<file path="config.mk">
export PLATFORM = sky130hd
export DESIGN_NAME = srt_preemptive_scheduler
export DESIGN_NICKNAME = d
export VERILOG_FILES = /design/src/srt_pkg.sv /design/src/srt_ctrl.sv /design/src/srt_dp.sv /design/src/srt_preemptive_scheduler.sv
export SDC_FILE = /design/constraint.sdc
export NUM_CORES = 2
export LEC_CHECK = 0
export BUFFER_PORTS_ARGS = -buffer_cell sky130_fd_sc_hd__buf_2
export CAP_MARGIN = 20
export CELL_PAD_IN_SITES_DETAIL_PLACEMENT = 1
export CELL_PAD_IN_SITES_GLOBAL_PLACEMENT = 2
export CORE_UTILIZATION = 48
export CTS_BUF_LIST = sky130_fd_sc_hd__clkbuf_2 sky130_fd_sc_hd__clkbuf_4 sky130_fd_sc_hd__clkbuf_8
export DETAILED_ROUTE_END_ITERATION = 8
export GPL_TIMING_DRIVEN = 0
export PLACE_DENSITY_LB_ADDON = 0.1
export SLEW_MARGIN = 5
export SYNTH_ARGS = -nofsm -noshare
export SYNTH_HDL_FRONTEND = slang
export SYNTH_HIERARCHICAL = 1
export SYNTH_SLANG_ARGS = --single-unit
</file>
<file path="constraint.sdc">
create_clock -name clk_i -period 9.59 [get_ports clk_i]
set_input_delay 0.4795 -clock clk_i [delete_from_list [all_inputs] [get_ports clk_i]]
set_output_delay 0.4795 -clock clk_i [all_outputs]
set_load 0.02 [all_outputs]
</file>
<file path="src/srt_pkg.sv">
// Package for the shortest-remaining-time scheduler: shared types and constants.
// Used by srt_ctrl, srt_dp and srt_preemptive_scheduler.
package srt_pkg;

  localparam int unsigned DefQueueDepth = 16;
  localparam int unsigned DefIdBits     = 8;
  localparam int unsigned ProcW         = 8;
  localparam int unsigned ArrW          = 31;
  localparam int unsigned BurstW        = 16;
  localparam int unsigned TimeW         = 32;

  typedef enum logic [0:0] {
    OpArrive = 1'b0,
    OpDrain  = 1'b1
  } op_e;

  // Commands from the controller to the datapath.
  typedef struct packed {
    logic load;      // capture the input item
    logic step;      // perform one scheduling step
    logic ins_step;  // one shift of the sorted insertion
    logic out_take;  // output register was taken
  } srt_cmd_t;

  // Status from the datapath to the controller.
  typedef struct packed {
    logic done;      // the item has been fully handled
    logic inserting; // insertion in progress
    logic out_full;  // output register holds a result
  } srt_sts_t;

endpackage

</file>
<file path="src/srt_ctrl.sv">
// Controller state machine for the scheduler: sequences load, scheduling
// steps and insertion shifts. Depends on srt_pkg.
module srt_ctrl (
  input  logic             clk_i,
  input  logic             rst_ni,
  input  logic             in_valid_i,
  output logic             in_stall_o,
  input  logic             out_stall_i,
  input  srt_pkg::srt_sts_t sts_i,
  output srt_pkg::srt_cmd_t cmd_o
);
  import srt_pkg::*;

  typedef enum logic [2:0] {
    StIdle = 3'b001,
    StRun  = 3'b010,
    StIns  = 3'b100
  } state_e;

  state_e state_q, state_d;

  always_comb begin
    state_d          = state_q;
    cmd_o            = '0;
    in_stall_o       = 1'b1;
    cmd_o.out_take   = sts_i.out_full & ~out_stall_i;
    case (state_q)
      StIdle: begin
        in_stall_o = 1'b0;
        if (in_valid_i) begin
          cmd_o.load = 1'b1;
          state_d    = StRun;
        end
      end
      StRun: begin
        if (sts_i.done) begin
          state_d = StIdle;
        end else if (sts_i.inserting) begin
          state_d = StIns;
        end else if (!sts_i.out_full || cmd_o.out_take) begin
          cmd_o.step = 1'b1;
        end
      end
      StIns: begin
        if (sts_i.inserting) begin
          cmd_o.ins_step = 1'b1;
        end else begin
          state_d = StRun;
        end
      end
      default: state_d = StIdle;
    endcase
  end

  always_ff @(posedge clk_i or negedge rst_ni) begin
    if (!rst_ni) begin
      state_q <= StIdle;
    end else begin
      state_q <= state_d;
    end
  end

  a_load_from_idle: assert property (@(posedge clk_i) disable iff (!rst_ni)
    cmd_o.load |-> state_q == StIdle) else $error("load outside idle");
  a_no_step_ins: assert property (@(posedge clk_i) disable iff (!rst_ni)
    !(cmd_o.step && cmd_o.ins_step)) else $error("step during insertion");
  a_idle_after_done: assert property (@(posedge clk_i) disable iff (!rst_ni)
    (state_q == StRun && sts_i.done) |=> state_q == StIdle) else $error("no return to idle");
endmodule

</file>
<file path="src/srt_dp.sv">
// Datapath for the scheduler: ready store, running slot, clock and output
// register. Depends on srt_pkg; driven by srt_ctrl.
module srt_dp #(
  parameter int unsigned QueueDepth = srt_pkg::DefQueueDepth,
  parameter int unsigned IdBits     = srt_pkg::DefIdBits
) (
  input  logic                        clk_i,
  input  logic                        rst_ni,
  input  srt_pkg::srt_cmd_t           cmd_i,
  output srt_pkg::srt_sts_t           sts_o,
  input  logic                        opcode_i,
  input  logic [srt_pkg::ProcW-1:0]   proc_id_i,
  input  logic [srt_pkg::ArrW-1:0]    arrive_at_i,
  input  logic [srt_pkg::BurstW-1:0]  burst_length_i,
  output logic                        out_valid_o,
  output logic [srt_pkg::ProcW-1:0]   seg_proc_o,
  output logic [srt_pkg::TimeW-1:0]   seg_start_o,
  output logic [srt_pkg::TimeW-1:0]   seg_end_o,
  output logic                        completed_o,
  output logic [srt_pkg::TimeW-1:0]   wait_total_o,
  output logic [srt_pkg::TimeW-1:0]   turnaround_o,
  output logic                        dropped_o,
  output logic                        last_o
);
  import srt_pkg::*;

  localparam int unsigned IdxW = $clog2(QueueDepth);
  localparam int unsigned CntW = $clog2(QueueDepth + 1);

  // Store entries: registers, each shifted by its neighbour.
  logic [IdBits-1:0] ids_q [QueueDepth];
  logic [ArrW-1:0]   arr_q [QueueDepth];
  logic [BurstW-1:0] svc_q [QueueDepth];
  logic [BurstW-1:0] rem_q [QueueDepth];
  logic [CntW-1:0]   cnt_q;

  logic              run_v_q;
  logic [IdBits-1:0] run_id_q;
  logic [ArrW-1:0]   run_arr_q;
  logic [BurstW-1:0] run_svc_q, run_rem_q;
  logic [TimeW-1:0]  disp_q, now_q;
  logic              started_q;

  // Captured item.
  logic              has_next_q;
  logic [IdBits-1:0] in_id_q;
  logic [ArrW-1:0]   in_arr_q;
  logic [BurstW-1:0] in_burst_q;
  logic [TimeW-1:0]  next_q;
  logic              done_q;
  logic              fin_q;  // the item is scheduled, only the flush remains

  // Pending insertion: shift down from index ins_i_q while the key is larger.
  logic              ins_q;
  logic [CntW-1:0]   ins_i_q;
  logic [IdBits-1:0] ins_id_q;
  logic [ArrW-1:0]   ins_arr_q;
  logic [BurstW-1:0] ins_svc_q, ins_rem_q;

  // Output register, driving the ports.
  logic              ov_q;
  logic [ProcW-1:0]  o_proc_q;
  logic [TimeW-1:0]  o_start_q, o_end_q, o_wait_q, o_tat_q;
  logic              o_comp_q, o_drop_q, o_last_q;

  // Holding register: a result waits here until the next result or the end
  // of the item shows whether it is the last one.
  logic              h_v_q;
  logic [ProcW-1:0]  h_proc_q;
  logic [TimeW-1:0]  h_start_q, h_end_q, h_wait_q, h_tat_q;
  logic              h_comp_q, h_drop_q;

  assign sts_o.done      = done_q;
  assign sts_o.inserting = ins_q;
  assign sts_o.out_full  = ov_q;

  logic [TimeW-1:0] gap, tat;
  logic             cnt_full, cnt_zero, arr_due, preempt;
  assign gap      = next_q - now_q;
  assign tat      = now_q - {1'b0, run_arr_q};
  assign cnt_full = cnt_q == CntW'(QueueDepth);
  assign cnt_zero = cnt_q == '0;
  assign arr_due  = has_next_q && next_q == now_q;
  assign preempt  = !cnt_zero && rem_q[0] < run_rem_q;

  logic [IdxW-1:0] ins_idx, prev_idx;
  assign ins_idx  = ins_i_q[IdxW-1:0];
  assign prev_idx = IdxW'(ins_i_q - CntW'(1));

  // Result produced by the current scheduling step, if any.
  logic             res_v;
  logic [ProcW-1:0] res_proc;
  logic [TimeW-1:0] res_start, res_wait, res_tat;
  logic             res_comp, res_drop;

  always_comb begin
    res_v     = 1'b0;
    res_proc  = ProcW'(run_id_q);
    res_start = disp_q;
    res_comp  = 1'b0;
    res_wait  = '0;
    res_tat   = '0;
    res_drop  = 1'b0;
    if (!fin_q) begin
      if (arr_due) begin
        if (cnt_full) begin
          res_v     = 1'b1;
          res_proc  = ProcW'(in_id_q);
          res_start = now_q;
          res_drop  = 1'b1;
        end
      end else if (run_v_q && run_rem_q == '0) begin
        res_v    = 1'b1;
        res_comp = 1'b1;
        res_wait = tat - TimeW'(run_svc_q);
        res_tat  = tat;
      end else if (run_v_q && preempt) begin
        res_v = 1'b1;
      end
    end
  end

  always_ff @(posedge clk_i or negedge rst_ni) begin
    if (!rst_ni) begin
      cnt_q <= '0; run_v_q <= 1'b0; run_id_q <= '0; run_arr_q <= '0;
      run_svc_q <= '0; run_rem_q <= '0; disp_q <= '0; now_q <= '0;
      started_q <= 1'b0; done_q <= 1'b0; fin_q <= 1'b0; ins_q <= 1'b0;
      has_next_q <= 1'b0; next_q <= '0;
    end else begin
      done_q <= cmd_i.step && fin_q;
      if (cmd_i.load) begin
        has_next_q <= opcode_i == OpArrive;
        in_id_q    <= IdBits'(proc_id_i);
        in_arr_q   <= arrive_at_i;
        in_burst_q <= burst_length_i;
        if (opcode_i == OpArrive) begin
          if (!started_q) begin
            now_q     <= {1'b0, arrive_at_i};
            started_q <= 1'b1;
            next_q    <= {1'b0, arrive_at_i};
          end else begin
            next_q <= ({1'b0, arrive_at_i} < now_q) ? now_q : {1'b0, arrive_at_i};
          end
        end
      end else if (cmd_i.ins_step) begin
        if (ins_i_q != '0 && rem_q[prev_idx] > ins_rem_q) begin
          ids_q[ins_idx] <= ids_q[prev_idx];
          arr_q[ins_idx] <= arr_q[prev_idx];
          svc_q[ins_idx] <= svc_q[prev_idx];
          rem_q[ins_idx] <= rem_q[prev_idx];
          ins_i_q <= ins_i_q - CntW'(1);
        end else begin
          ids_q[ins_idx] <= ins_id_q;
          arr_q[ins_idx] <= ins_arr_q;
          svc_q[ins_idx] <= ins_svc_q;
          rem_q[ins_idx] <= ins_rem_q;
          cnt_q <= cnt_q + CntW'(1);
          ins_q <= 1'b0;
        end
      end else if (cmd_i.step) begin
        if (fin_q) begin
          fin_q <= 1'b0;
        end else if (arr_due) begin
          if (!cnt_full) begin
            ins_q <= 1'b1; ins_i_q <= cnt_q; ins_id_q <= in_id_q;
            ins_arr_q <= in_arr_q; ins_svc_q <= in_burst_q; ins_rem_q <= in_burst_q;
          end
          fin_q <= 1'b1;
        end else if (!run_v_q) begin
          if (!cnt_zero) begin
            run_v_q <= 1'b1; run_id_q <= ids_q[0]; run_arr_q <= arr_q[0];
            run_svc_q <= svc_q[0]; run_rem_q <= rem_q[0]; disp_q <= now_q;
            for (int i = 1; i < QueueDepth; i++) begin
              ids_q[i-1] <= ids_q[i]; arr_q[i-1] <= arr_q[i];
              svc_q[i-1] <= svc_q[i]; rem_q[i-1] <= rem_q[i];
            end
            cnt_q <= cnt_q - CntW'(1);
          end else if (has_next_q) begin
            now_q <= next_q;
          end else begin
            started_q <= 1'b0;
            fin_q     <= 1'b1;
          end
        end else if (run_rem_q == '0) begin
          run_v_q <= 1'b0;
        end else if (preempt) begin
          run_id_q <= ids_q[0]; run_arr_q <= arr_q[0];
          run_svc_q <= svc_q[0]; run_rem_q <= rem_q[0]; disp_q <= now_q;
          for (int i = 1; i < QueueDepth; i++) begin
            ids_q[i-1] <= ids_q[i]; arr_q[i-1] <= arr_q[i];
            svc_q[i-1] <= svc_q[i]; rem_q[i-1] <= rem_q[i];
          end
          cnt_q <= cnt_q - CntW'(1);
          ins_q <= 1'b1; ins_i_q <= cnt_q - CntW'(1); ins_id_q <= run_id_q;
          ins_arr_q <= run_arr_q; ins_svc_q <= run_svc_q; ins_rem_q <= run_rem_q;
        end else if (has_next_q && gap <= TimeW'(run_rem_q)) begin
          run_rem_q <= run_rem_q - gap[BurstW-1:0];
          now_q     <= next_q;
        end else begin
          now_q     <= now_q + TimeW'(run_rem_q);
          run_rem_q <= '0;
        end
      end
    end
  end

  // A new result pushes the held one out with last clear; the flush at the
  // end of the item pushes it out with last set.
  always_ff @(posedge clk_i or negedge rst_ni) begin
    if (!rst_ni) begin
      ov_q <= 1'b0; h_v_q <= 1'b0;
    end else begin
      if (cmd_i.step && (res_v || fin_q) && h_v_q) begin
        ov_q <= 1'b1; o_proc_q <= h_proc_q; o_start_q <= h_start_q;
        o_end_q <= h_end_q; o_comp_q <= h_comp_q; o_wait_q <= h_wait_q;
        o_tat_q <= h_tat_q; o_drop_q <= h_drop_q; o_last_q <= fin_q;
      end else if (cmd_i.out_take) begin
        ov_q <= 1'b0;
      end
      if (cmd_i.step && res_v) begin
        h_v_q <= 1'b1; h_proc_q <= res_proc; h_start_q <= res_start;
        h_end_q <= now_q; h_comp_q <= res_comp; h_wait_q <= res_wait;
        h_tat_q <= res_tat; h_drop_q <= res_drop;
      end else if (cmd_i.step && fin_q) begin
        h_v_q <= 1'b0;
      end
    end
  end

  assign out_valid_o  = ov_q;
  assign seg_proc_o   = o_proc_q;
  assign seg_start_o  = o_start_q;
  assign seg_end_o    = o_end_q;
  assign completed_o  = o_comp_q;
  assign wait_total_o = o_wait_q;
  assign turnaround_o = o_tat_q;
  assign dropped_o    = o_drop_q;
  assign last_o       = o_last_q;

  a_cnt_range: assert property (@(posedge clk_i) disable iff (!rst_ni)
    cnt_q <= CntW'(QueueDepth)) else $error("store count overflow");
  a_ins_room: assert property (@(posedge clk_i) disable iff (!rst_ni)
    ins_q |-> !cnt_full) else $error("insertion into full store");
  a_time_mono: assert property (@(posedge clk_i) disable iff (!rst_ni)
    (started_q && $past(started_q) && !$past(cmd_i.load)) |-> now_q >= $past(now_q))
    else $error("time went backwards");
endmodule

</file>
<file path="src/srt_preemptive_scheduler.sv">
// Channel | Handshake           | Payload
// in      | in_valid/in_stall   | opcode, proc_id, arrive_at, burst_length
// out     | out_valid/out_stall | seg_proc .. last
// Steps: a load, then scheduling steps; each insertion into the ready store takes
// up to QUEUE_DEPTH - 1 shifts, and the item closes with a flush step and a return
// to idle. A preemption adds an insertion of its own.
// Reset clears the store count, running slot and clock; entries need no reset.
// While a full output register is stalled, no scheduling step is taken.
// Top level: joins srt_ctrl and srt_dp; depends on srt_pkg.
module srt_preemptive_scheduler #(
  parameter int unsigned QUEUE_DEPTH = srt_pkg::DefQueueDepth,
  parameter int unsigned ID_BITS     = srt_pkg::DefIdBits
) (
  input  logic                        clk_i,
  input  logic                        rst_ni,
  input  logic                        in_valid_i,
  output logic                        in_stall_o,
  input  logic                        opcode_i,
  input  logic [srt_pkg::ProcW-1:0]   proc_id_i,
  input  logic [srt_pkg::ArrW-1:0]    arrive_at_i,
  input  logic [srt_pkg::BurstW-1:0]  burst_length_i,
  output logic                        out_valid_o,
  input  logic                        out_stall_i,
  output logic [srt_pkg::ProcW-1:0]   seg_proc_o,
  output logic [srt_pkg::TimeW-1:0]   seg_start_o,
  output logic [srt_pkg::TimeW-1:0]   seg_end_o,
  output logic                        completed_o,
  output logic [srt_pkg::TimeW-1:0]   wait_total_o,
  output logic [srt_pkg::TimeW-1:0]   turnaround_o,
  output logic                        dropped_o,
  output logic                        last_o
);
  import srt_pkg::*;

  srt_cmd_t cmd;
  srt_sts_t sts;
  logic     full_stall;

  // Output is taken from the output register; the controller sees a stalled full register as busy.
  assign full_stall = out_valid_o & out_stall_i;

  srt_ctrl u_ctrl (
    .clk_i, .rst_ni, .in_valid_i, .in_stall_o,
    .out_stall_i(full_stall), .sts_i(sts), .cmd_o(cmd)
  );

  srt_dp #(.QueueDepth(QUEUE_DEPTH), .IdBits(ID_BITS)) u_dp (
    .clk_i, .rst_ni, .cmd_i(cmd), .sts_o(sts),
    .opcode_i, .proc_id_i, .arrive_at_i, .burst_length_i,
    .out_valid_o, .seg_proc_o, .seg_start_o, .seg_end_o, .completed_o,
    .wait_total_o, .turnaround_o, .dropped_o, .last_o
  );
endmodule
</file>
==> metrics.md <==
| Metric | Value |
|---|---|
| Largest family of logic cells by synthesized area | `compound AO/OA/AOI/OAI gates` |
| Die Wd | `roughly 420 um` |
| Synthesized cell area | `83100 um^2` |
| Synth top area share | `55.8%` |
| Reg clk slew, reported paths | `0.07 ns` |
| Total routing usage reported by global routing | `about a third` |
| Warnings, synthesis | `6` |
| Port Buffers | `200` |
| Layout cells sized above 1 | `20.3%` |
| Max Freq | `111 MHz` |
| Mapped Cells | `5710` |
| Vias in the first global route | `between 50000 and 60000` |
| Hold crit path type | `input pin to async pin` |
| Kind of critical path | `flop to flop` |
| Root buffer cell | `clkbuf_8` |
| DP Wirelength | `approximately 210 mm` |
| CTS buffer count | `315` |
| IO Pins | `approximately 200` |
| Max cap viols | `0` |
| Die area | `175000 um^2` |
| DRC Markers | `0` |
| Relative slew slack | `16.5%` |
| Post-Synth Simple-Gate Area | `4.92%` |
| CP max FO | `14` |
| Seq/Total Area, Yosys | `61.3%` |
| Setup TNS Final | `0 ns` |
| Top_reg_cell synth | `edfxtp_1` |
| Clk_lat worst skew | `1.05 ns` |
| Slew Limit Fails | `0` |
| Mux share of post-synthesis cell area | `about an eighth` |
| Final Routed Wirelength | `295 mm` |
| Largest net degree at the start of global routing | `79` |
| Worst EP arrival | `between 9 and 10 ns` |
| Synth area leader | `edfxtp_1` |
| Cell Rows | `152` |
| Complex-gate fraction of the synthesized area | `14.6%` |
| H-tree Lvls | `5` |
| Initial antenna violation count | `14` |
| Worst Tran Pin Value | `1.25 ns` |
| Initial DRC count | `5612` |
| DR pass1 iterations | `6` |
| Seq cells post-synth | `1727` |
| # clock sinks | `1727` |
| Worst setup EP type | `flop` |
| CP Buf/Inv Count | `10` |
| Synth area leaders | `edfxtp_1 (56%), o21a_1 (9.8%), mux4_2 (9.6%), dfrtp_1 (5.5%), ha_1 (2.9%)` |
| EDFF count, synth | `1544` |
| RSZ-0062 raised after global routing | `no` |
| Leak | `0.0277 uW` |
| Layout Nets | `6612` |
| Core area | `172000 um^2` |
| Die Y | `418 um` |
| # setup viols final | `0` |
| CP Launch Type | `flop` |
| Worst hold slack | `0.0862 ns` |
| Distinct cells, synth | `93` |
| Largest delay contributor family on the critical path | `buffers and inverters` |
| Syn_nets | `~6000` |
| CTS tree | `built` |
| Final GP Congestion | `0.914` |
| Outcome | `complete, no violations` |
| Gr ovfl total | `0` |
| Share of async-settable or async-resettable flops after synthesis | `10.6%` |
| Peak supply drop | `between 0.0002 and 0.0003 V` |
| Period minus WS final | `9.02 ns` |
| Period utilization | `94.1%` |
| Reg2Reg Setup Slack | `approximately 0.57 ns` |
| Clock skew after layout | `0.0710 ns` |
| Final hold vios | `0` |
| Vias per cell | `6.35` |
| Routed WL per cell | `between 30 and 40 um` |
| First-pass GRT wire length | `421 mm` |
| Slowest cell on the critical path | `buf_2` |
| Syn Area/Cell | `14.5 um^2` |
| XOR/XNOR share of the synthesized area | `around 1.1%` |
| Top cells by count, synth | `edfxtp_1 (1544), o21a_1 (1090), mux4_2 (355), clkbuf_1 (343), nand2_1 (294)` |
| Maximum buffer depth of the clock tree | `4` |
| Power Density | `203 nW/um^2` |
| Max incr delay on CP | `0.63 ns` |
| Initial Utilization | `48.4%` |
| Crit path top cell by count | `clkbuf_1` |
| Antenna Nets Post-Route | `0` |
| Count leader, synth | `edfxtp_1` |
| Critical Path RT | `10.35 ns` |
| Filler cell count | `16600` |
| Synth Area in Adders | `3.03%` |
| Area grow syn2layout | `14.3%` |
| Vias | `56500` |
## path summary, 6_finish.rpt
path / start / end / cells after the start
setup / recovery: u_dp/ins_i_q[0] / u_dp/arr_q[7][19] / 25
hold / removal: rst_ni / u_dp/disp_q[2] / 3
setup reg to reg: u_dp/ins_i_q[0] / u_dp/arr_q[7][19] / 25
hold reg to reg: u_dp/h_tat_q[25] / u_dp/turnaround_o[25] / 0
max in group asynchronous: rst_ni / u_dp/run_id_q[2] / 3
min in group clk_i: in_valid_i / u_ctrl/state_q[0] / 3
## routing by layer
metal / wire [um] / vias to the layer above / track usage (%) / share of wire (%)
met1: 122000 / 29900 / 46.0 / 41
met4: 11200 / 4 / 12.7 / 3.8
met5: 28 / - / 0 / 0.0095
met2: 140000 / 2451 / 54.3 / 48
li1: - / 23600 / - / -
met3: 21200 / 543 / 5.30 / 7.2
## cell type report
| cell class | count | area, um^2 | area share (%) |
|---|---|---|---|
| repair buffers | 328 | 2950 | 3.11 |
| inverters | 168 | 631 | 0.664 |
| multi-input cells | 3423 | 30200 | 31.8 |
| flip-flops and latches | 1727 | 50900 | 53.6 |
| well taps | 2310 | 2890 | 3.04 |
| diodes | 8 | 20.0 | 0.0211 |
| plain buffers | 391 | 1520 | 1.60 |
| clock buffers | 429 | 5310 | 5.59 |
| clock inverters | 110 | 543 | 0.572 |
## metrics by stage
| step | util, % | total power [uW] | cells | worst slack [ns] | area (um^2) |
|---|---|---|---|---|---|
| 3_3_place_gp | 50.6 | 12500 | 8220 | -5.53 | 87000 |
| 5_1_grt | 55.3 | 20100 | 8891 | 0.218 | 95000 |
| 4_1_cts | 55.2 | 19400 | 8875 | 0.00361 | 94800 |
| 6_report | 55.3 | 19300 | 8894 | 0.567 | 95000 |
| 3_5_place_dp | 51.4 | 12600 | 8278 | -0.544 | 88300 |
| 2_1_floorplan | - | 11200 | 5710 | 0.998 | 83100 |
## worst reg2reg max path: stages (launching register included)
cell and delay [ns]:
edfxtp_1 0.40, clkbuf_1 0.51, clkbuf_4 0.62, inv_1 0.20, ha_1 0.37, clkbuf_1 0.27, buf_2 0.63, clkbuf_2 0.56
mux4_2 0.41, mux4_2 0.50, ha_1 0.31, nor2b_1 0.12, o21ai_0 0.11, nand2b_1 0.10, a21oi_1 0.08, o21ai_0 0.28
a21oi_1 0.18, a221oi_1 0.48, nand2b_1 0.17, clkbuf_1 0.41, buf_8 0.23, clkbuf_1 0.58, mux2_2 0.42, nand2b_1 0.27
clkbuf_1 0.32, o21a_1 0.22
## power by group
group	switching [uW]	internal [uW]
clock	3170	3640
sequential	430	8270
combinational	2430	1390
## state kept, by name, summed over array words and instances (netlist names), 128 cells and up
| signal | flops |
|---|---|
| u_dp/arr_q | 496 |
| u_dp/rem_q | 256 |
| u_dp/svc_q | 256 |
| u_dp/ids_q | 128 |
## layout by cell type (no fill, tap or decap), types with 78 or more instances in the layout
cell      count
a21oi_1     154
buf_2       216
clkbuf_1    330
clkbuf_4     96
clkbuf_8    334
clkinv_1     78
dfrtp_1     182
edfxtp_1   1544
ha_1        193
inv_1       168
mux2_2      158
mux4_2      355
nand2_1     279
nand2b_1     96
nor2_1      148
o21a_1     1090
o21ai_0     228
## timing repair
action	4_1_cts	5_1_grt
gates resized for setup	7	2
hold buffers	58	0
endpoints found under the setup margin	901	737
setup buffers	0	0
endpoints found under the hold margin	293	0
## cell families (layout without fill, tap and decap cells)
kind of cell    Yosys count  count (layout)
fa+ha+maj               198             198
compound gates         1724            1724
mux                     573             573
buf+inv                 560            1426
xor+xnor                101             101
simple gates            827             827
flops                  1727            1727
other cells               0               8
Note: power is estimated with default switching activity, not from simulation.
